<file path="src/rtl/core/vec3_fixed_point_alu_macros.svh">
// Assertion macros for the vector ALU.
`ifndef VEC3_FIXED_POINT_ALU_MACROS_SVH
`define VEC3_FIXED_POINT_ALU_MACROS_SVH
// Implication checked at every rising clock edge outside reset.
`define VFA_ASSERT_IMP(lbl, ante, cons, msg) \
  lbl: assert property (@(posedge clk) disable iff (rst) (ante) |-> (cons)) else $error(msg);
// Condition that must never be seen outside reset.
`define VFA_ASSERT_NEVER(lbl, bad, msg) \
  lbl: assert property (@(posedge clk) disable iff (rst) !(bad)) else $error(msg);
`endif

</file>
<file path="src/rtl/core/vfa_pkg.sv">
// Shared opcode and pipeline control types for the vector ALU.
`default_nettype none
package vfa_pkg;
  typedef enum logic [2:0] {
    OP_ADD    = 3'd0,
    OP_SUB    = 3'd1,
    OP_NEG    = 3'd2,
    OP_DOT    = 3'd3,
    OP_CROSS  = 3'd4,
    OP_SCALE  = 3'd5,
    OP_LENGTH = 3'd6,
    OP_NORM   = 3'd7
  } opcode_t;

  // Global advance and the valid bit entering a unit.
  typedef struct packed {
    logic en;
    logic valid;
  } pipe_ctl_t;
endpackage
`default_nettype wire

</file>
<file path="src/rtl/core/vfa_sqrt.sv">
// Pipelined digit-by-digit integer square root, one root bit per stage.
`default_nettype none
module vfa_sqrt import vfa_pkg::*; #(
  parameter int W   = 32,
  parameter int SBW = 8
) (
  input  logic           clk,
  input  logic           rst,
  input  pipe_ctl_t      ctl,
  input  logic [2*W-1:0] rad_in,
  input  logic [SBW-1:0] sb_in,
  output logic           valid_out,
  output logic [W-1:0]   root_out,
  output logic [SBW-1:0] sb_out
);
  logic           vld  [W];
  logic [W+1:0]   rem  [W];
  logic [W-1:0]   root [W];
  logic [2*W-1:0] rad  [W];
  logic [SBW-1:0] sb   [W];

  for (genvar k = 0; k < W; k++) begin : g_stage
    logic           v_i;
    logic [W+1:0]   rem_i;
    logic [W-1:0]   root_i;
    logic [2*W-1:0] rad_i;
    logic [SBW-1:0] sb_i;
    logic [W+1:0]   rem_sh;
    logic [W+1:0]   trial;

    if (k == 0) begin : g_first
      assign v_i    = ctl.valid;
      assign rem_i  = '0;
      assign root_i = '0;
      assign rad_i  = rad_in;
      assign sb_i   = sb_in;
    end else begin : g_next
      assign v_i    = vld[k-1];
      assign rem_i  = rem[k-1];
      assign root_i = root[k-1];
      assign rad_i  = rad[k-1];
      assign sb_i   = sb[k-1];
    end

    assign rem_sh = {rem_i[W-1:0], rad_i[2*W-1:2*W-2]};
    assign trial  = {root_i, 2'b01};

    always_ff @(posedge clk) begin
      if (rst) vld[k] <= 1'b0;
      else if (ctl.en) vld[k] <= v_i;
    end

    always_ff @(posedge clk) begin
      if (ctl.en) begin
        rad[k] <= {rad_i[2*W-3:0], 2'b00};
        sb[k]  <= sb_i;
        if (rem_sh >= trial) begin
          rem[k]  <= rem_sh - trial;
          root[k] <= {root_i[W-2:0], 1'b1};
        end else begin
          rem[k]  <= rem_sh;
          root[k] <= {root_i[W-2:0], 1'b0};
        end
      end
    end
  end

  assign valid_out = vld[W-1];
  assign root_out  = root[W-1];
  assign sb_out    = sb[W-1];
endmodule
`default_nettype wire

</file>
<file path="config.mk">
export PLATFORM = sky130hd
export DESIGN_NAME = vfa_sqrt
export DESIGN_NICKNAME = d
export VERILOG_FILES = /design/src/rtl/core/vec3_fixed_point_alu_macros.svh /design/src/rtl/core/vfa_pkg.sv /design/src/rtl/core/vfa_sqrt.sv
export SDC_FILE = /design/constraint.sdc
export NUM_CORES = 2
export LEC_CHECK = 0
export CORE_ASPECT_RATIO = 1.75
export CORE_MARGIN = 2
export CORE_UTILIZATION = 58
export DETAILED_ROUTE_END_ITERATION = 16
export DONT_BUFFER_PORTS = 1
export PLACE_DENSITY = 0.77
export SETUP_SLACK_MARGIN = 0.15
export SLEW_MARGIN = 25
export SYNTH_ARGS = -nofsm -noshare
export SYNTH_HDL_FRONTEND = slang
export SYNTH_MEMORY_MAX_BITS = 65536
export SYNTH_SLANG_ARGS = --single-unit
</file>
<file path="constraint.sdc">
create_clock -name clk -period 3.4 [get_ports clk]
set_input_delay 0.17 -clock clk [delete_from_list [all_inputs] [get_ports clk]]
set_output_delay 0.17 -clock clk [all_outputs]
set_load 0.01 [all_outputs]
</file>
# Word level (Yosys, flattened, before mapping)

Memory sizes are Yosys's and may differ from the RTL's.
Index checks and enable logic that the tools add are counted.

Bits in registers: 0
Bits in writable memories: 4384
Bits of input ports: 76
Output and inout port bits: 41
Memories: 5

Add/sub/neg operators: 32
Magnitude comparators: 32
Muxes and demuxes: 294
Bitwise gates (word level): 96

Memories:

| name | words | width | rd ports | clocked after memory_dff | write ports | RTL line       | text |
|---|---|---|---|---|---|---|---|
| rad  | 32    | 62    | 31       | 0                        | 32          | vfa_sqrt.sv:19 | `logic [2*W-1:0] rad [W];` |
| rem  | 32    | 34    | 31       | 0                        | 32          | vfa_sqrt.sv:17 | `logic [W+1:0] rem [W];` |
| root | 32    | 32    | 32       | 0                        | 32          | vfa_sqrt.sv:18 | `logic [W-1:0] root [W];` |
| sb   | 32    | 8     | 32       | 0                        | 32          | vfa_sqrt.sv:20 | `logic [SBW-1:0] sb [W];` |
| vld  | 32    | 1     | 32       | 0                        | 32          | vfa_sqrt.sv:16 | `logic vld [W];` |

Operators by type and width:

| kind                  | number |
|---|---|
| $mux W34              | 32 |
| $ge A34 B34 Y1        | 31 |
| $sub A34 B34 Y34      | 31 |
| $mux W32              | 32 |
| $mux W1               | 230 |
| $or A1 B1 Y1          | 96 |
| $sub A2 B1 Y3 const B | 1 |
| $ge A2 B1 Y1 const B  | 1 |

# Longest topological paths before layout

An unclocked memory read counts as a cell.

Depth after elaboration: 6
Depth in mapped cells: 14
Mapped depth without buffers: 13

# Worst setup path before layout

OpenSTA, ideal clock, no wires.

Path kind: reg2reg
From: mem rem[1][445] (netlist bit)
To: mem rem[1][501] (netlist bit) (data pin)
Setup time: 0.260 ns
Data arrival time: 3.052 ns
Required time: 3.140 ns
Setup slack: 0.088 ns
Stages on the path, launching flop included: 12
Path buffers: 1
Period minus slack after synthesis: 3.312 ns
Path through: edfxtp_1 > ha_1 > a211oi_1 > nor2_1 > nor3_1 > o21ba_2 > o21ai_0 > a211oi_1 > nor2_1 > a41oi_1 > buf_2 > mux2_2

RTL lines:

| element         | RTL line |
|---|---|
| start, declared | vfa_sqrt.sv:17 |

==> flow_metrics.tcl <==
set metrics [dict create \
    final_cell_mix "edfxtp_1, buf_4, inv_1" \
    row_count 224 \
    drt-initial-drc-count 6816 \
    gp_congestion 0.980 \
    layout_setup_ws_ps -85.0 \
    fin_util 0.704 \
    crit_fanout 18 \
    finalCriticalPeriod_ps 3490 \
    antenna_found_initial 7 \
    synth_top_family_by_area "simple AND/OR/NAND/NOR gates" \
    grt_first_pass_wirelength_um 490000 \
    synth_fa_ha_area_frac 0.0566 \
    whs_ps -8.88 \
    hold_depth 3 \
    yosys-mux-area-fraction 0.00921 \
    nFillCells 13544 \
    status "finished with violations" \
    synth-simple-area-share 0.0948 \
    seq_area_um2 82700 \
    grt_max_degree 223 \
    fmax_mhz 287 \
    wl_um 346000 \
    clkLatencyLatePin_ps 950 \
    power_density_nw_per_um2 674 \
    io_pins 117 \
    final_cells 13603 \
    drive_gt1_frac 0.193 \
    htreeDepth 4 \
    ys_types 91 \
    rsz0062_at_grt "true" \
    drv_slew 0 \
    worstPathRequired_ps 4070 \
    worstMarginPinSlew_ps 1110 \
    grt_pass1_vias 83432 \
    avgSynthCellArea_um2 13.4 \
    dp_cells 12784 \
    maxSlewHeadroom 0.257 \
    wl_per_cell_um 25.4 \
    dpl_cell_area_um2 134000 \
    endpoint_kind "flop" \
    p_leak_uw 0.0578 \
    synth_compound_gate_area_share 0.0897 \
    cp-start-kind "flop" \
    grt_overflow 0 \
    area_growth_pct 20.7 \
    cts_tree "built" \
    dpl.hpwl_um 223000 \
    die_h_um 616 \
    viasPerCell 5.96 \
    synthCells 9266 \
    worstSetupPathType "reg -> reg" \
    fin_crit_sh 1.03 \
    port_buffers 0 \
    final_common_cell "edfxtp_1" \
    worstRegToRegCells 15 \
    synth_seq_area_share 0.666 \
    finalHoldViolCount 1 \
    violations "negative hold slack, negative setup slack" \
    grt_usage 0.301 \
    cts.clk_slew.worst_paths_ps 70 \
    initial_core_util 0.584 \
    die_x_um 354 \
    drc 0 \
    clock_path_buffers 4 \
    numCtsBuffers 242 \
    dieArea_um2 218000 \
    syn_area_um2 124000 \
    postRouteAntennaNets 0 \
    core_um2 213000 \
    hold_class "in -> reg" \
    peakVddDrop_v 0.000737 \
    async_flop_share 0 \
    clock-sinks 2753 \
    postLayoutCellArea_um2 150000 \
    multi_input_area_um2 41200 \
    setup_violations 2 \
    synth-xor-area-share 0.0560 \
    synth_edf_count 2752 \
    ys_seq_elements 2753 \
    synth_flop_cell "edfxtp_1" \
    finClkSkew_ps 84.9 \
    cp.arrival_ps 4160 \
    cts_root_buffer "clkbuf_16" \
    vias 81100 \
    syn_nets 9904 \
    firstDrtPassIters 6 \
    maxCapViolCount 0 \
    nNetsFinal 11189 \
    yosysWarningCount 0 \
]
## final cells by class
type	count	share of cell area
antenna	27	0.000451
clock inverter	163	0.0118
inverter	710	0.0180
tap	2825	0.0236
sequential	2753	0.552
multi-input combinational	5606	0.275
clock buffer	281	0.0415
timing repair buffer	1238	0.0777
## power by group
part           internal [uW]  switching [uW]  total [uW]
combinational          11800           14600       26300
clock                  15700           12900       28600
sequential             42800            3240       46100
## per-stage QoR
step | setup WS (ps) | TNS [ps] | total power (uW)
2_1_floorplan | 189 | 0 | 59600
3_3_place_gp | -3540 | -3110800 | 69100
3_5_place_dp | -4060 | -3282240 | 69800
4_1_cts | -64.5 | -139 | 99000
5_1_grt | -87.7 | -544 | 105000
6_report | -85.0 | -86.3 | 101000
## metal layers
metal	up-vias	part of all wire	track usage
met1	39610	0.28	0.243
met3	1447	0.038	0.0359
met5	-	0	0
met2	3151	0.56	0.599
li1	36892	-	-
met4	0	0.12	0.290
## critical path, cell delays in order (launching register included)
cell and delay (ps):
edfxtp_1 460, inv_1 190, ha_4 190, nor2b_4 40, o31a_1 320, o31ai_2 200, buf_4 170, nand4_1 140
a41oi_2 180, buf_4 170, buf_6 110, o31a_1 170, buf_6 160, buf_12 160, inv_1 110, mux2i_1 420
## path summary, 6_finish.rpt
| path | startpoint | end | slack (ps) |
|---|---|---|---|
| worst min-delay path | ctl[1] | rad[0][0] | -9 |
| worst max-delay path | rad[1][185] | rem[1][103] | -90 |
| worst max register to register | rad[1][185] | rem[1][103] | -90 |
| worst min register to register | rad[0][612] | rad[0][676] | 390 |
## logic make-up after synthesis
group	Yosys count
and+or+nand+nor	2346
muxes	103
AOI/OAI and AO/OA	1800
buffers and inverters	908
adders and majority gates	562
xor gates and xnor gates	794
DFF	2753
## Yosys cell counts, types with 54 or more instances
cell type  count  area, um2
nor3_1       234       1170
ha_1         562       7030
nor2_1       502       1880
nor4_1       109        682
xnor2_1      393       3440
nand2_1      648       2430
a21o_1       259       1940
o21ai_0      544       2720
a211oi_1      58        435
a21oi_1      470       2350
nand4_1       86        538
and2_1        70        438
inv_1        708       2660
mux2_2        90       1010
or3_1         97        607
nand2b_1      98        613
o21a_1       104        781
nand3_1      151        756
a31oi_1       54        338
edfxtp_1    2752      82600
xor2_1       401       3510
clkbuf_1     164        616
nor2b_1       73        457
## registers in the layout, indices dropped and copies added (netlist names)
name	cells
vld	32
rem	945
root	528
rad	992
sb	256
## what timing repair did
action / CTS / global route
endpoints found under the setup margin: 1616 / 630
hold endpoints to repair: 593 / 14
resized for setup: 249 / 490
hold buffers: 153 / 1
setup buffers: 48 / 102
cloned: 24 / 18
pin swaps: 65 / 162
Note: power is estimated with default switching activity, not from simulation.
